<file path="src/hw/rtl/gtg_pkg.sv">
// Package for the go-to-goal steering core: widths, fixed-point constants,
// the arctangent table and the pipeline payload types. No dependencies.
package gtg_pkg;

    localparam int XY_W       = 28;  // CORDIC x/y: Q7.8 difference with 8 guard bits
    localparam int Z_W        = 24;  // CORDIC angle accumulator, radians Q.20
    localparam int HD_W       = 15;  // heading, Q3.12
    localparam int BEAR_W     = Z_W - 8;
    localparam int MAX_STAGES = 24;

    localparam logic signed [Z_W-1:0] ANG_PI_Q20   = 24'sd3294198;
    localparam logic signed [17:0]    INV_GAIN_Q16 = 18'sd39797;
    localparam int                    PI_Q12       = 12868;
    localparam int                    TWO_PI_Q12   = 25736;

    typedef enum logic [2:0] {
        REG_GOAL_X           = 3'd0,
        REG_GOAL_Y           = 3'd1,
        REG_ARRIVE_TOLERANCE = 3'd2,
        REG_TURN_GAIN        = 3'd3,
        REG_TURN_LIMIT       = 3'd4,
        REG_DRIVE_GAIN       = 3'd5,
        REG_DRIVE_LIMIT      = 3'd6
    } cfg_reg_t;

    typedef struct packed {
        logic signed [15:0] goal_x;
        logic signed [15:0] goal_y;
        logic [14:0]        arrive_tolerance;
        logic [11:0]        turn_gain;
        logic [13:0]        turn_limit;
        logic [11:0]        drive_gain;
        logic [14:0]        drive_limit;
    } cfg_t;

    typedef struct packed {
        logic signed [XY_W-1:0] x;
        logic signed [XY_W-1:0] y;
        logic signed [Z_W-1:0]  z;
        logic signed [HD_W-1:0] hd;
    } cordic_t;

    // atan(2^-i) in radians Q.20, rounded to nearest.
    function automatic logic signed [Z_W-1:0] atan_q20(input logic [4:0] idx);
        logic signed [Z_W-1:0] v;
        case (idx)
            5'd0:    v = 24'sd823550;
            5'd1:    v = 24'sd486170;
            5'd2:    v = 24'sd256879;
            5'd3:    v = 24'sd130396;
            5'd4:    v = 24'sd65451;
            5'd5:    v = 24'sd32757;
            5'd6:    v = 24'sd16383;
            5'd7:    v = 24'sd8192;
            5'd8:    v = 24'sd4096;
            5'd9:    v = 24'sd2048;
            5'd10:   v = 24'sd1024;
            5'd11:   v = 24'sd512;
            5'd12:   v = 24'sd256;
            5'd13:   v = 24'sd128;
            5'd14:   v = 24'sd64;
            5'd15:   v = 24'sd32;
            5'd16:   v = 24'sd16;
            5'd17:   v = 24'sd8;
            5'd18:   v = 24'sd4;
            5'd19:   v = 24'sd2;
            5'd20:   v = 24'sd1;
            default: v = '0;
        endcase
        return v;
    endfunction

endpackage

</file>
<file path="src/hw/rtl/gtg_post.sv">
// Back end of the steering core: distance scaling, bearing rounding, heading
// error wrap, gain multiplies and clamps over four stages. Depends on gtg_pkg.
module gtg_post
    import gtg_pkg::*;
(
    input  logic               aclk,
    input  logic               aresetn,
    input  cfg_t               cfg,
    input  logic               in_valid,
    output logic               in_ready,
    input  cordic_t            in_data,
    output logic               out_valid,
    input  logic               out_ready,
    output logic signed [14:0] angular_rate,
    output logic [14:0]        linear_speed,
    output logic               at_goal
);

    localparam int PROD_W   = XY_W + 18;
    localparam int DIST_W   = 20;
    localparam int ERR_W    = 18;
    localparam int RPROD_W  = ERR_W + 13;
    localparam int SPROD_W  = DIST_W + 13;
    localparam int RATE_W   = RPROD_W - 8;
    localparam int SPEED_W  = SPROD_W - 8;

    logic v1_reg, v2_reg, v3_reg, v4_reg;
    logic rdy1, rdy2, rdy3, rdy4;

    // Stage 1: distance product and rounded bearing.
    logic signed [PROD_W-1:0] prod_reg;
    logic signed [BEAR_W-1:0] bear_reg;
    logic signed [HD_W-1:0]   hd1_reg;
    logic [Z_W-1:0]           z_round;
    // Stage 2: distance and wrapped heading error.
    logic signed [DIST_W-1:0] dist2_reg;
    logic signed [ERR_W-1:0]  err_reg;
    logic [PROD_W-1:0]        prod_round;
    logic signed [ERR_W-1:0]  err_raw;
    logic signed [ERR_W-1:0]  err_next;
    // Stage 3: gain products and the arrival test.
    logic signed [RPROD_W-1:0] rprod_reg;
    logic signed [SPROD_W-1:0] sprod_reg;
    logic                      arrive_reg;
    // Stage 4: output register.
    logic signed [14:0]        rate_reg;
    logic [14:0]               speed_reg;
    logic                      goal_reg;
    logic [RPROD_W-1:0]        rprod_round;
    logic [SPROD_W-1:0]        sprod_round;
    logic signed [RATE_W-1:0]  rate_full;
    logic signed [SPEED_W-1:0] speed_full;
    logic signed [RATE_W-1:0]  rate_lim;
    logic signed [SPEED_W-1:0] speed_lim;
    logic signed [14:0]        rate_next;
    logic [14:0]               speed_next;

    assign rdy4     = !v4_reg || out_ready;
    assign rdy3     = !v3_reg || rdy4;
    assign rdy2     = !v2_reg || rdy3;
    assign rdy1     = !v1_reg || rdy2;
    assign in_ready = rdy1;

    assign out_valid    = v4_reg;
    assign angular_rate = rate_reg;
    assign linear_speed = speed_reg;
    assign at_goal      = goal_reg;

    always_ff @(posedge aclk) begin
        if (!aresetn) begin
            v1_reg <= 1'b0;
            v2_reg <= 1'b0;
            v3_reg <= 1'b0;
            v4_reg <= 1'b0;
        end else begin
            if (rdy1) v1_reg <= in_valid;
            if (rdy2) v2_reg <= v1_reg;
            if (rdy3) v3_reg <= v2_reg;
            if (rdy4) v4_reg <= v3_reg;
        end
    end

    assign z_round = in_data.z + Z_W'(128);

    always_ff @(posedge aclk) begin
        if (rdy1 && in_valid) begin
            prod_reg <= PROD_W'(in_data.x * INV_GAIN_Q16);
            bear_reg <= $signed(z_round[Z_W-1:8]);
            hd1_reg  <= in_data.hd;
        end
    end

    always_comb begin
        prod_round = prod_reg + (PROD_W'(1) << 23);
        err_raw    = ERR_W'(bear_reg) - ERR_W'(hd1_reg);
        if (err_raw > ERR_W'(PI_Q12)) begin
            err_next = err_raw - ERR_W'(TWO_PI_Q12);
        end else if (err_raw < -ERR_W'(PI_Q12)) begin
            err_next = err_raw + ERR_W'(TWO_PI_Q12);
        end else begin
            err_next = err_raw;
        end
    end

    always_ff @(posedge aclk) begin
        if (rdy2 && v1_reg) begin
            dist2_reg <= $signed(prod_round[24 +: DIST_W]);
            err_reg   <= err_next;
        end
    end

    always_ff @(posedge aclk) begin
        if (rdy3 && v2_reg) begin
            rprod_reg  <= RPROD_W'(err_reg * $signed({1'b0, cfg.turn_gain}));
            sprod_reg  <= SPROD_W'(dist2_reg * $signed({1'b0, cfg.drive_gain}));
            arrive_reg <= dist2_reg <= $signed({{(DIST_W-15){1'b0}}, cfg.arrive_tolerance});
        end
    end

    always_comb begin
        rprod_round = rprod_reg + RPROD_W'(128);
        sprod_round = sprod_reg + SPROD_W'(128);
        rate_full   = $signed(rprod_round[RPROD_W-1:8]);
        speed_full  = $signed(sprod_round[SPROD_W-1:8]);
        rate_lim    = $signed({{(RATE_W-14){1'b0}}, cfg.turn_limit});
        speed_lim   = $signed({{(SPEED_W-15){1'b0}}, cfg.drive_limit});
        if (rate_full > rate_lim) begin
            rate_next = 15'(rate_lim);
        end else if (rate_full < -rate_lim) begin
            rate_next = 15'(-rate_lim);
        end else begin
            rate_next = 15'(rate_full);
        end
        if (speed_full > speed_lim) begin
            speed_next = 15'(speed_lim);
        end else if (speed_full < 0) begin
            speed_next = '0;
        end else begin
            speed_next = 15'(speed_full);
        end
    end

    always_ff @(posedge aclk) begin
        if (rdy4 && v3_reg) begin
            if (arrive_reg) begin
                rate_reg  <= '0;
                speed_reg <= '0;
                goal_reg  <= 1'b1;
            end else begin
                rate_reg  <= rate_next;
                speed_reg <= speed_next;
                goal_reg  <= 1'b0;
            end
        end
    end

endmodule

</file>
<file path="config.mk">
export PLATFORM = sky130hd
export DESIGN_NAME = gtg_post
export DESIGN_NICKNAME = d
export VERILOG_FILES = /design/src/hw/rtl/gtg_pkg.sv /design/src/hw/rtl/gtg_post.sv
export SDC_FILE = /design/constraint.sdc
export NUM_CORES = 2
export LEC_CHECK = 0
export ABC_AREA = 1
export ABC_CLOCK_PERIOD_IN_PS = 6800
export BUFFER_PORTS_ARGS = -buffer_cell sky130_fd_sc_hd__buf_2
export CAP_MARGIN = 20
export CORE_ASPECT_RATIO = 0.5
export CORE_MARGIN = 4
export CORE_UTILIZATION = 30
export CTS_BUF_LIST = sky130_fd_sc_hd__clkbuf_8
export CTS_CLUSTER_DIAMETER = 50
export DETAILED_ROUTE_END_ITERATION = 16
export GPL_TIMING_DRIVEN = 1
export PLACE_DENSITY = 0.48
export SLEW_MARGIN = 20
export SYNTH_ARGS = -nofsm -noshare
export SYNTH_HDL_FRONTEND = slang
export SYNTH_SLANG_ARGS = --single-unit
</file>
<file path="constraint.sdc">
create_clock -name aclk -period 6.8 [get_ports aclk]
set_input_delay 0.34 -clock aclk [delete_from_list [all_inputs] [get_ports aclk]]
set_output_delay 0.34 -clock aclk [all_outputs]
set_load 0.02 [all_outputs]
</file>
### Yosys cells after proc, flatten, opt, wreduce, memory -nomap -nowiden

Cells that the tools add are included.

* add/subtract/negate cells: 8
* multiply operators: 3
* divide/modulo/power cells: 0
* $lt $le $gt $ge: 7
* equality and inequality tests: 0
* shift-type cells: 0
* mux-type cells: 7
* bitwise gates (word level): 0
* reductions and logical operators: 13

Operators with widths (number)
* $mux 15: 3
* $add 44x25->44 const B: 1
* $mul 28x17->44 const B: 1
* $mux 18: 2
* $add 33x9->33 const B: 1
* $mul 20x13->33: 1
* $add 31x9->31 const B: 1
* $mul 18x13->31: 1
* $gt 25x16->1: 1
* $lt 25x1->1 const B: 1
* $add 24x9->24 const B: 1
* $gt 23x15->1: 1
* $lt 23x23->1: 1
* $neg 14->23: 1
* $le 20x16->1: 1
* $add 17x16->18 const B: 1
* $sub 17x16->18 const B: 1
* $gt 17x15->1 const B: 1
* $lt 17x15->1 const B: 1
* $sub 16x15->17: 1
* $mux 14: 1
* $logic_and 1x1->1: 4
* $logic_not 1->1: 4
* $logic_or 1x1->1: 4
* 2 further kinds: 2

* bits in registers: 213
* bits in latches: 0
* RAM bits: 0
* ROM bits: 0
* input port bits: 199
* output and inout port bits: 33
* word-level logic and storage cells: 54
* memories: 0

### Logic depth before layout (Yosys ltp)

* word-level depth: 6
* depth in mapped cells: 26
* depth with buffers taken out: 24

### Worst setup path before layout

Ideal clock, no wire load.

* path kind: input to register
* start point: input port cfg[16] in the netlist's numbering
* end point: register sprod_reg[32] (data pin)
* data arrival time: 5.122 ns
* slack: 1.426 ns
* stages on the path: 20
* cell sequence: buf_2 buf_1 nand2_1 inv_1 fa_1 inv_1 fa_1 inv_1 fa_1 inv_1 fa_1 inv_1 fa_1 ha_1 inv_1 nor3_1 nand2_1 o221a_2 nand3_1 nand2_1

* word-level cells in the longest chain between the ends: 1

RTL lines
* start, declared: RTL line gtg_post.sv:8 `input cfg_t cfg,`
* $mul 20x13->33: RTL line gtg_post.sv:115 `sprod_reg <= SPROD_W'(dist2_reg * $signed({1'b0, cfg.drive_gain}));`
* end signal, assigned: RTL line gtg_post.sv:115
* end, declared: RTL line gtg_post.sv:43 `logic signed [SPROD_W-1:0] sprod_reg;`

Every way passes these cells.
A chain may end at the register's enable or synchronous reset.

### Final worst setup path

* start point: register dist2_reg[19]
* end point: register sprod_reg[32] (data pin)

* word-level cells in the longest chain between the ends: 1

RTL lines
* start, declared: RTL line gtg_post.sv:36 `logic signed [DIST_W-1:0] dist2_reg;`
* start signal, assigned: RTL line gtg_post.sv:107 `dist2_reg <= $signed(prod_round[24 +: DIST_W]);`
* $mul 20x13->33: RTL line gtg_post.sv:115

Every way passes these cells.

==> metrics.md <==
| Metric | Value |
|---|---|
| Run status | finished clean |
| Clock sinks | 176 |
| Period utilisation layout | 0.892 |
| Endpoint class of the critical path | flop |
| Total CTS buffers | 17 |
| Largest net degree at the start of global routing | 53 |
| Worst setup SP type | flop |
| Worst R2R Path Depth | 19 |
| Syn Inst Count | 4914 |
| Crit path kind | reg -> reg |
| Leading post-synthesis cells by cell area | fa_1, ha_1, inv_1, edfxtp_1, nand2_1 |
| FF-to-FF setup slack | 0.73 ns |
| CTS tree | yes |
| DRC | 0 |
| Max stage delay on crit path | 0.88 ns |
| Setup tns final | 0 ns |
| CP max stage cell | fa_1 |
| Top-area cell type share of the netlist area | 0.309 |
| Most frequent cells after synthesis | inv_1, nand2_1, fa_1 |
| Max_cap viols | 0 |
| Mapped Area | 0.0392 mm^2 |
| CTS H-tree depth | 4 |
| Syn_area_per_cell | 7.97 um^2 |
| All-Layer GR Usage | 0.148 |
| Initial Utilization | 0.303 |
| Worst Max-Slew Pin Slew | 1.07 ns |
| HP Start | cfg[36] |
| Drt wl/cell | 14.8 um |
| Most common cell in the netlist | inv_1 |
| Share of cells above drive strength 1 | 0.0540 |
| Number of fill cells in the layout | 13746 |
| Clock transition at path regs | 0.11 ns |
| Post-DP HPWL | 86.4 mm |
| Maximum fanout along the worst path | 14 |
| Pins Over Slew Limit | 0 |
| Final nets | 6277 |
| Routed via count | 29735 |
| Multi-input gate area | 0.0282 mm^2 |
| Crit path DAT | 6.35 ns |
| Io pins | 232 |
| Worst path cell trace | nand2_1 > inv_1 > fa_1 > inv_1 > fa_1 > inv_1 > fa_1 > fa_1 > inv_1 > fa_1 > inv_1 > ha_1 > a21oi_1 > o21ai_0 > nor2_1 > o221a_2 > nand2_1 > nand2_1 > nand2_1 |
| R2r endpoint | sprod_reg[32] |
| First-pass GRT wire length | 166 mm |
| Initial DRC count | 1483 |
| FMAX | 165 MHz |
| YS warnings | 0 |
| Max_slew headroom | 0.289 |
| EDFF count, synth | 172 |
| Fin. Hold Viols | 0 |
| Core area | 0.129 mm^2 |
| Register area share after synthesis | 0.134 |
| Ys async rst share | 0 |
| GPL Wtd Cong | 0.880 |
| Post_cts resized | 0 |
| Fin crit period | 6.07 ns |
| Worst Hold Depth | 3 |
| Reg2reg start | dist2_reg[19] |
| CTS max path bufs | 2 |
| Ys flop type | edfxtp_1 |
| Unrepaired setup endpoints after global routing | no |
| Largest register FFs | 26 |
| Vias in the first global route | 31786 |
| Setup violators final | 0 |
| Setup Skew | 0.0237 ns |
| DR vias/cell | 4.40 |
| WL final | 99.9 mm |
| Overflow after GRT | 0 |
| Hold WC Path Type | in -> reg |
| Syn-to-layout area delta | 8.22% |
| Drt pass-1 iters | 5 |
| Register area | 0.00525 mm^2 |
| Clk root buf | clkbuf_8 |
| FF+latch count, synth | 176 |
| Die extent in y | 264 um |
| Die Area | 0.137 mm^2 |
| Synth area leader | fa_1 |
| Syn_nets | 6164 |
| CP Data Required Time | 7.08 ns |
| Rows | 93 |
| Hold Crit Endpoint | angular_rate[9] |
| I/O Buffers | 164 |
| Die span in x | 519 um |
| Netlist cell types | 56 |
| Post-route antenna net violation count | 0 |
| Worst-Skew Late Latency | 0.55 ns |
| Initial antenna violation count | 2 |
## kinds of logic (layout without fill, tap and decap cells)
group,count (synthesis),count (layout),synth area share
AND/OR/NAND/NOR,1589,1589,0.168
buffers and inverters,1511,1637,0.146
adder cells (fa/ha/maj),1051,1051,0.451
AO/OA/AOI/OAI,379,379,0.0536
XOR/XNOR,208,208,0.0465
flip-flops,176,176,0.134
other,0,1,0
## layout make-up
class                           count  area share
Multi-Input combinational cell   3227       0.665
Timing Repair Buffer              194      0.0257
Tap cell                         1710      0.0505
Antenna cell                        1   0.0000590
Clock inverter                     15     0.00416
Sequential cell                   176       0.124
Clock buffer                       17     0.00552
Inverter                         1411       0.125
## per-layer routing
layer	track usage	up-vias	wire length (um)
met5	0	-	0
met4	0.0281	0	1220
met3	0.0117	68	2600
met2	0.258	397	48400
met1	0.201	14387	47700
li1	-	14883	-
## metrics by stage
| step | worst slack, ns | area (um^2) | utilization | hold slack, ns | instances |
|---|---|---|---|---|---|
| after floorplan | 1.43 | 39200 | - | 0.439 | 4914 |
| after global placement | 0.749 | 41800 | 0.324 | 0.459 | 6701 |
| after detailed placement | 0.693 | 41800 | 0.324 | 0.468 | 6701 |
| after CTS | 0.661 | 42400 | 0.328 | 0.0111 | 6750 |
| after global routing | 0.338 | 42400 | 0.328 | 0.0614 | 6751 |
| final | 0.733 | 42400 | 0.328 | 0.105 | 6751 |
## timing repair
action,4_1_cts,5_1_grt
hold endpoints to repair,20,0
hold buffers,17,0
setup buffers,0,0
## worst max-delay path by stage
| stage | from | endpoint |
|---|---|---|
| 2_1_floorplan | cfg[16] | sprod_reg[32] |
| 3_3_place_gp | in_data[86] | prod_reg[41] |
| 3_5_place_dp | dist2_reg[19] | sprod_reg[32] |
| 4_1_cts | dist2_reg[19] | sprod_reg[32] |
| 5_1_grt | dist2_reg[19] | sprod_reg[32] |
| 6_report | dist2_reg[19] | sprod_reg[32] |
## critical path: cells and delay by family, from the launching register on
family | cells | cell delay [ns]
fa+ha+maj | 6 | 3.39
flops | 1 | 0.70
compound gates | 3 | 0.64
simple gates | 5 | 0.58
buf+inv | 5 | 0.50
## placed cells by master (no fill, tap or decap), drive strengths merged, types with 5 or more instances in the layout
| cell type | n |
|---|---|
| inv | 1418 |
| nand2 | 1080 |
| fa | 604 |
| ha | 447 |
| nor2 | 249 |
| a21oi | 185 |
| buf | 177 |
| edfxtp | 172 |
| xor2 | 139 |
| nand3 | 139 |
| o21ai | 120 |
| xnor2 | 69 |
| nand4 | 48 |
| nor3 | 44 |
| clkbuf | 17 |
| dlygate4sd3 | 17 |
| a31oi | 15 |
| a21o | 12 |
| nor4 | 12 |
| o21a | 10 |
| o21bai | 8 |
| o211ai | 7 |
| nand3b | 7 |
| o31ai | 6 |
| clkinv | 5 |
Power is not shown: default switching activity piles up to over one toggle a cycle in this logic, so the estimate is an artifact.
