## src/hw/rtl/gtg_pkg.sv

```systemverilog
// Package for the go-to-goal steering core: widths, fixed-point constants,
// the arctangent table and the pipeline payload types. No dependencies.
package gtg_pkg;

    localparam int XY_W       = 28;  // CORDIC x/y: Q7.8 difference with 8 guard bits
    localparam int Z_W        = 24;  // CORDIC angle accumulator, radians Q.20
    localparam int HD_W       = 15;  // heading, Q3.12
    localparam int BEAR_W     = Z_W - 8;
    localparam int MAX_STAGES = 24;

    localparam logic signed [Z_W-1:0] ANG_PI_Q20   = 24'sd3294198;
    localparam logic signed [17:0]    INV_GAIN_Q16 = 18'sd39797;
    localparam int                    PI_Q12       = 12868;
    localparam int                    TWO_PI_Q12   = 25736;

    typedef enum logic [2:0] {
        REG_GOAL_X           = 3'd0,
        REG_GOAL_Y           = 3'd1,
        REG_ARRIVE_TOLERANCE = 3'd2,
        REG_TURN_GAIN        = 3'd3,
        REG_TURN_LIMIT       = 3'd4,
        REG_DRIVE_GAIN       = 3'd5,
        REG_DRIVE_LIMIT      = 3'd6
    } cfg_reg_t;

    typedef struct packed {
        logic signed [15:0] goal_x;
        logic signed [15:0] goal_y;
        logic [14:0]        arrive_tolerance;
        logic [11:0]        turn_gain;
        logic [13:0]        turn_limit;
        logic [11:0]        drive_gain;
        logic [14:0]        drive_limit;
    } cfg_t;

    typedef struct packed {
        logic signed [XY_W-1:0] x;
        logic signed [XY_W-1:0] y;
        logic signed [Z_W-1:0]  z;
        logic signed [HD_W-1:0] hd;
    } cordic_t;

    // atan(2^-i) in radians Q.20, rounded to nearest.
    function automatic logic signed [Z_W-1:0] atan_q20(input logic [4:0] idx);
        logic signed [Z_W-1:0] v;
        case (idx)
            5'd0:    v = 24'sd823550;
            5'd1:    v = 24'sd486170;
            5'd2:    v = 24'sd256879;
            5'd3:    v = 24'sd130396;
            5'd4:    v = 24'sd65451;
            5'd5:    v = 24'sd32757;
            5'd6:    v = 24'sd16383;
            5'd7:    v = 24'sd8192;
            5'd8:    v = 24'sd4096;
            5'd9:    v = 24'sd2048;
            5'd10:   v = 24'sd1024;
            5'd11:   v = 24'sd512;
            5'd12:   v = 24'sd256;
            5'd13:   v = 24'sd128;
            5'd14:   v = 24'sd64;
            5'd15:   v = 24'sd32;
            5'd16:   v = 24'sd16;
            5'd17:   v = 24'sd8;
            5'd18:   v = 24'sd4;
            5'd19:   v = 24'sd2;
            5'd20:   v = 24'sd1;
            default: v = '0;
        endcase
        return v;
    endfunction

endpackage

```

## src/hw/rtl/gtg_cordic_stage.sv

```systemverilog
// One registered micro-rotation of the vectoring CORDIC.
// Depends on gtg_pkg for the payload type and the arctangent table.
module gtg_cordic_stage
    import gtg_pkg::*;
#(
    parameter int STAGE = 0
) (
    input  logic    aclk,
    input  logic    aresetn,
    input  logic    in_valid,
    output logic    in_ready,
    input  cordic_t in_data,
    output logic    out_valid,
    input  logic    out_ready,
    output cordic_t out_data
);

    logic    valid_reg;
    cordic_t data_reg;
    cordic_t data_next;
    logic signed [XY_W-1:0] xs;
    logic signed [XY_W-1:0] ys;
    logic signed [Z_W-1:0]  ang;

    assign in_ready  = !valid_reg || out_ready;
    assign out_valid = valid_reg;
    assign out_data  = data_reg;

    always_comb begin
        xs  = in_data.x >>> STAGE;
        ys  = in_data.y >>> STAGE;
        ang = atan_q20(5'(STAGE));
        data_next    = in_data;
        if (!in_data.y[XY_W-1]) begin
            data_next.x = in_data.x + ys;
            data_next.y = in_data.y - xs;
            data_next.z = in_data.z + ang;
        end else begin
            data_next.x = in_data.x - ys;
            data_next.y = in_data.y + xs;
            data_next.z = in_data.z - ang;
        end
    end

    always_ff @(posedge aclk) begin
        if (!aresetn) begin
            valid_reg <= 1'b0;
        end else if (in_ready) begin
            valid_reg <= in_valid;
        end
    end

    always_ff @(posedge aclk) begin
        if (in_ready && in_valid) begin
            data_reg <= data_next;
        end
    end

endmodule

```

## config.mk

```make
export PLATFORM = sky130hd
export DESIGN_NAME = gtg_cordic_stage
export DESIGN_NICKNAME = d
export VERILOG_FILES = /design/src/hw/rtl/gtg_pkg.sv /design/src/hw/rtl/gtg_cordic_stage.sv
export SDC_FILE = /design/constraint.sdc
export NUM_CORES = 1
export LEC_CHECK = 0
export BUFFER_PORTS_ARGS = -buffer_cell sky130_fd_sc_hd__buf_2
export CAP_MARGIN = 25
export CORE_MARGIN = 4
export CORE_UTILIZATION = 45
export CTS_BUF_LIST = sky130_fd_sc_hd__clkbuf_16
export DETAILED_ROUTE_END_ITERATION = 6
export GPL_ROUTABILITY_DRIVEN = 1
export PLACE_DENSITY = 0.71
export SYNTH_ARGS = -nofsm -noshare
export SYNTH_HDL_FRONTEND = slang
export SYNTH_SLANG_ARGS = --single-unit
export TNS_END_PERCENT = 20
```

## constraint.sdc

```tcl
create_clock -name aclk -period 4.05 [get_ports aclk]
set_clock_uncertainty 0.05 [all_clocks]
set_input_delay 0.6075 -clock aclk [delete_from_list [all_inputs] [get_ports aclk]]
set_output_delay 0.6075 -clock aclk [all_outputs]
set_load 0.01 [all_outputs]
```

Word level (Yosys, flattened, before mapping)

Index checks and enable logic that the tools add are counted.

Add/sub/neg operators: 5
Multiplexer cells: 1
Reduce and logical (&&, ||, !) cells: 3

Operators by type and width:

| kind                   | number |
|---|---|
| $mux 80                | 1 |
| $sub 28x28->28         | 2 |
| $add 28x28->28         | 1 |
| $add 24x21->24 const B | 1 |
| $sub 24x21->24 const B | 1 |
| $logic_and 1x1->1      | 1 |
| $logic_not 1->1        | 1 |
| $logic_or 1x1->1       | 1 |

Register bits: 96
Bits of input ports: 99
Output and inout bits: 97
Logic and storage cells: 14

Logic depth before layout (Yosys ltp)

Gate-level depths: netlist of run 1.

Depth in word-level cells: 3
Gate-level depth with buffers: 12
Gate-level depth less buffers: 11

Worst setup path after synthesis of run 1

OpenSTA, ideal clock, no wires.

Path kind: input -> register
From: input port in_data[66] in the netlist's numbering
To: register data_reg, in the netlist out_data[36], data pin
Library setup time: 265 ps
Arrival time: 3200 ps
Required time: 3735 ps
Slack: 534 ps
Cell stages on the path: 12
Buffers on the path: 2
Cells stage by stage: clkbuf_8 > inv_1 > clkbuf_1 > ha_1 > a21oi_1 > o211ai_1 > a41oi_2 > a21oi_2 > a22oi_1 > o21ai_1 > and4b_1 > or3_1

RTL lines:

| what                   | line                   | source |
|---|---|---|
| start: declaration     | gtg_cordic_stage.sv:12 | `input cordic_t in_data,` |
| end signal: assignment | gtg_cordic_stage.sv:55 | `data_reg <= data_next;` |
| end: declaration       | gtg_cordic_stage.sv:19 | `cordic_t data_reg;` |

==> flow_summary.toml, run 1 <==
[synthesis]
yosys.area_share.adder = 0.168
ys_types = 88
syn-num-nets = 1159
synth_top_family_by_area = "compound AO/OA/AOI/OAI gates"
synth_edf_count = 94
yosys.area.top_type = "edfxtp_1"
ys_top_cells_by_area = "edfxtp_1 32%, ha_1 16%, a21oi_1 6.1%"
yosysTopAreaCellShare = 0.322
ys_seq_elements = 95
synth_simple_gate_area_share = 0.117
yosysSeqAreaShare = 0.324
synth_compound_area_frac = 0.238
synth_flop_cell = "edfxtp_1"
syn_area_mm2 = 0.00877
async_flop_share = 0
synthCells = 945
synth_xor_area_frac = 0.0709
synth.avg_cell_area_um2 = 9.28
muxShareOfSynthArea = 0.0207
yosysWarningCount = 0

[cts]
cts_buffer_depth = 2
postCtsSetupBuffers = 0
htreeDepth = 3
cts_tree = "done"
cts.clk_slew.worst_paths_ns = 0.07
cts_resized = 0
hold_buffers = 0
root_buffer = "clkbuf_16"
cts_buffers = 9
clkLatencyLatePin_ns = 0.35
clock_sinks = 95

[timing]
period_share = 0.835
rsz0062_at_grt = "no"
fin_hold_ws_ns = 0.381
slew_violations = 0
period_minus_slack_ns = 3.38
worstMarginPinSlew_ns = 0.677
setup_viol = 0
timing.final.ws_setup_ns = 0.667
hold_violations = 0
max-slew-margin-rel = 0.545
tns_ns = 0
timing.fmax_mhz = 296

[pwr]
p_per_area_mw_per_mm2 = 332
total_power_mw = 3.42
p_leak_nw = 4.62
peakVddDrop_v = 0.000197

[global_route]
gr-total-overflow = 0
grt_use_total = 0.219
grt_max_degree = 58
grt_pass1_wl_um = 38800
grt_pass1_vias = 7502
grt_antenna_before_repair = 0

[hold_path]
hp-class = "in -> reg"

[floorplan]
ios = 196
chipHeight_um = 148
core_area_mm2 = 0.0190
dieWidth_um = 148
initial_core_util = 0.463
rows = 50
fp.dieArea_mm2 = 0.0218

[worst_setup_path]
critPathKind = "in -> reg"
crit_path_start_kind = "primary input"
critPathMaxFanout = 4
end_kind = "flop"
cp_data_arrival_time_ns = 3.42
rrSetupSlack_ns = 2.37
cp.required_ns = 4.09

[placement]
dpl.hpwl_um = 19900
gp_congestion = 0.949
dp_slack_ns = 0.411
portBuffers = 195

[finish]
fin_util = 0.543
antennaDiodeCount = 0
fin_nets = 1343
final_cell_mix = "195 x buf_2, 111 x ha_1, 107 x a21oi_1, 94 x edfxtp_1, 85 x inv_1"
area_delta_synth_final_pct = 17.3
final_common_cell = "buf_2"
drive_above_1_share = 0.228

[flow_run]
drv_cap = 0

[detailed_routing]
dr.pass1.iters = 5
postRouteAntennaNets = 0
drtIter0Drc = 624
drc_errors = 0
wl_um = 24700
vias = 7750
wire_per_inst_um = 17.7
vias_per_cell = 5.56

[outcome]
outcome = "finished, final reports clean"
## area by class of cell
type                       instances  area, um^2
sequential                        95        2840
multi-input combinational        726        5390
clock inverter                     7        78.8
timing repair buffer             209        1090
fill                            1769        8670
inverter                          88         330
tap                              260         325
clock buffer                       9         225
## Yosys cell counts (all sizes together), types with 3 or more instances
cell and number:
nand3b 4, o221ai 4, a32oi 3, xor2 10, a211oi 11, o211ai 7
a21o 32, buf 18, ha 111, nand2b 5, o21bai 11, fa 4
a2111oi 8, mux2i 17, nor2b 13, clkbuf 18, a21oi 109, o21ai 74
xnor2 61, nor4 5, nand3 13, nand4 8, o41ai 3, nor2 67
nor4b 3, or2 4, nor3 17, inv 86, o21a 12, a31oi 5
nand2 43, or3 6, and2 6, o31ai 9, a221oi 3, edfxtp 94
a21boi 3, a31o 3
## critical path: stages
cell and delay, ns:
buf_2 0.10, ha_1 0.18, inv_1 0.06, fa_1 0.42, o21bai_1 0.23, a211oi_1 0.16
o21ai_0 0.24, a221oi_2 0.15, a31o_2 0.32, o41ai_1 0.56, mux2i_1 0.20, xnor2_1 0.17
## logic make-up after synthesis
family | count (synthesis)
xor+xnor | 71
buf+inv | 124
mux | 18
simple gates | 206
compound gates | 316
fa+ha+maj | 115
flops | 95
## power by group
group / switching, mW / leakage (nW) / internal [mW]
sequential: 0.0317 / 0.918 / 1.25
clock: 0.393 / 0.144 / 0.485
combinational: 0.762 / 3.56 / 0.492
total: 1.19 / 4.62 / 2.23
## state kept, by name, indices dropped and copies added (netlist names)
name / flops
out_data: 94
out_valid: 1
## path summary, 6_finish.rpt
check,from,endpoint,depth (start not counted)
hold reg to reg,out_valid,out_valid,2
setup reg to reg,out_valid,out_data[73],3
hold / removal,in_data[4],out_data[4],1
setup / recovery,in_data[39],out_data[87],12
## per-stage QoR
step	instance area, um^2	std cells
after global placement	9980	1378
after floorplan	8770	945
after detailed placement	9980	1378
final	10300	1394
after global routing	10300	1394
after CTS	10300	1394
## per-layer routing
metal | global-route usage | part of all wire
met1 | 0.300 | 0.44
met2 | 0.352 | 0.46
met3 | 0.0435 | 0.079
met4 | 0.0662 | 0.025
met5 | 0 | 0
Note: power is estimated with default switching activity, not from simulation.
==> run 2: changes to the inputs <==
--- a/config.mk
+++ b/config.mk
@@ -5,6 +5,7 @@
 export SDC_FILE = /design/constraint.sdc
 export NUM_CORES = 1
 export LEC_CHECK = 0
+export ABC_AREA = 1
 export BUFFER_PORTS_ARGS = -buffer_cell sky130_fd_sc_hd__buf_2
 export CAP_MARGIN = 25
 export CORE_MARGIN = 4
@@ -12,7 +13,7 @@
 export CTS_BUF_LIST = sky130_fd_sc_hd__clkbuf_16
 export DETAILED_ROUTE_END_ITERATION = 6
 export GPL_ROUTABILITY_DRIVEN = 1
-export PLACE_DENSITY = 0.71
+export PLACE_DENSITY = 0.7
 export SYNTH_ARGS = -nofsm -noshare
 export SYNTH_HDL_FRONTEND = slang
 export SYNTH_SLANG_ARGS = --single-unit
==> constraint.sdc (replaced) <==
create_clock -name aclk -period 3.5 [get_ports aclk]
set_clock_uncertainty 0.05 [all_clocks]
set_input_delay 0.525 -clock aclk [delete_from_list [all_inputs] [get_ports aclk]]
set_output_delay 0.525 -clock aclk [all_outputs]
set_load 0.01 [all_outputs]
==> run 2 against run 1 <==
Against the previous run:
- global-route usage increased by 3.7 points
- count of clock-buffer cells in the layout unchanged
- cell count increased by 46%
- via count increased by 41%
- synthesized cell count increased by 67%
- non-clock buffer count decreased by 7
- cell area increased by 16%
- sequential power increased by 13%
- die area increased by 18%
- first-iteration DRC count increased by 72%
==> flow_summary.toml, run 2 <==
[outcome]
outcome = "finished, final reports clean"

[cts]
clock_sinks = 95
root_buffer = "clkbuf_16"
cts_buffers = 9
cts.clk_slew.worst_paths_ns = 0.08
hold_buffers = 0
postCtsSetupBuffers = 0
cts_buffer_depth = 2
clkLatencyLatePin_ns = 0.36
htreeDepth = 3
cts_tree = "done"
cts_resized = 0

[pwr]
power_frac_comb = 0.393
p_leak_nw = 6.37
p_per_area_mw_per_mm2 = 347
clockPowerShare = 0.255
p_sw_frac = 0.403
peakVddDrop_v = 0.000205
seqPwrFrac = 0.351
power.internal_mw = 2.47
p_sw_mw = 1.67

[hold_path]
hold_path_depth = 1
hp-class = "in -> reg"

[timing]
max-slew-margin-rel = 0.514
hold_violations = 0
setup_viol = 0
slew_violations = 0
worstMarginPinSlew_ns = 0.727
period_minus_slack_ns = 2.55
timing.final.ws_setup_ns = 0.950
timing.fmax_mhz = 392
period_share = 0.729
tns_ns = 0
rsz0062_at_grt = "no"
fin_hold_ws_ns = 0.279

[detailed_routing]
wl_met3_um = 2290
vias_per_cell = 5.35
top_layer_used = "met4"
met1_length_um = 14600
drc_errors = 0
dr.pass1.iters = 5
route.met2.wl_um = 15300
postRouteAntennaNets = 0
wire_per_inst_um = 16.4
wl_um = 33500
vias = 10900
drtIter0Drc = 1076

[synthesis]
ys_seq_elements = 95
synth_top_family_by_area = "simple AND/OR/NAND/NOR gates"
syn-num-nets = 1789
syn_area_mm2 = 0.0104
synthTopCellsByCount = "491 x nand2_1, 251 x inv_1, 145 x nand3_1"
yosysSeqAreaShare = 0.272
ys_top_cells_by_area = "edfxtp_1 27%, nand2_1 18%, ha_1 13%"
synth_compound_area_frac = 0.116
synth.avg_cell_area_um2 = 6.63
muxShareOfSynthArea = 0
ys_types = 40
yosys.area.top_type = "edfxtp_1"
synth_edf_count = 94
synthCells = 1575
yosysWarningCount = 0
yosysTopAreaCellShare = 0.270
yosys.cell_count.top_type = "nand2_1"
synth_xor_area_frac = 0.0310
synth_flop_cell = "edfxtp_1"
yosys.area_share.adder = 0.141
synth_simple_gate_area_share = 0.326
async_flop_share = 0

[finish]
antennaDiodeCount = 0
fin_nets = 1964
largest_reg_flops = 94
area_delta_synth_final_pct = 14.3
final_cell_mix = "491 x nand2_1, 250 x inv_1, 195 x buf_2, 145 x nand3_1, 112 x nor2_1"
drive_above_1_share = 0.141
layout.cells.non_filler = 2040
fin_area_mm2 = 0.0119
final_common_cell = "nand2_1"

[worst_setup_path]
reg2reg_depth = 2
cp_data_arrival_time_ns = 2.66
end_kind = "flop"
critPathMaxFanout = 11
cp.required_ns = 3.61
critPathKind = "in -> reg"
crit_path_start_kind = "primary input"

[floorplan]
chipHeight_um = 160
rows = 55
dieWidth_um = 160
core_area_mm2 = 0.0227
fp.dieArea_mm2 = 0.0257
ios = 196
initial_core_util = 0.460

[placement]
gp_congestion = 0.977
dp_slack_ns = 0.601
portBuffers = 195
dp.cells = 2024
dpl.hpwl_um = 27700
place_area_mm2 = 0.0116

[global_route]
grt_pass1_wl_um = 53100
grt_use_total = 0.256
grt_antenna_before_repair = 0
grt_max_degree = 56
gr-total-overflow = 0
grt_pass1_vias = 10500

[flow_run]
drv_cap = 0
[run 2: stage by stage]
stage               utilization  power (mW)
finish                    0.526        4.15
global route              0.526        4.42
CTS                       0.526        4.16
detailed placement        0.512        3.09
global placement          0.512        3.07
floorplan                     -        2.56
[run 2: kinds of logic after synthesis]
kind of cell / after synthesis
AND/OR/NAND/NOR: 813
adder cells (fa/ha/maj): 115
flip-flops: 95
XOR/XNOR: 37
buffers and inverters: 294
AO/OA/AOI/OAI: 221
[run 2: path summary, 6_finish.rpt]
path | start | to | slack, ns
hold reg to reg | out_valid | out_valid | 0.53
setup reg to reg | out_valid | out_data[61] | 1.78
setup / recovery | in_data[48] | out_data[49] | 0.95
hold / removal | in_data[9] | out_data[9] | 0.28
[run 2: final cells by class]
cell class,count,area [um^2]
inverter,256,961
multi-input combinational,1186,6420
timing repair buffer,202,1050
fill,2318,10800
clock inverter,7,83.8
tap,285,357
sequential,95,2840
clock buffer,9,225
[run 2: power by group through the flow]
stage	registers [mW]	logic, mW	clock network [mW]
after detailed placement	1.48	1.60	0
after global routing	1.47	1.82	1.13
final	1.46	1.63	1.06
after CTS	1.46	1.61	1.09
after global placement	1.48	1.59	0
after floorplan	1.55	1.01	0
[run 2: layer usage]
metal,GRT usage,vias to the layer above
met2,0.429,434
li1,-,5441
met3,0.0359,72
met5,0,-
met4,0.0958,0
met1,0.337,4958
[run 2: critical path, cell delays in order]
cell and delay, ns:
buf_2 0.11, inv_1 0.05, ha_1 0.62, nand2_2 0.21, nor2_2 0.29, nand3_1 0.19
nand3_1 0.25, o21ai_0 0.10, o21ai_0 0.31
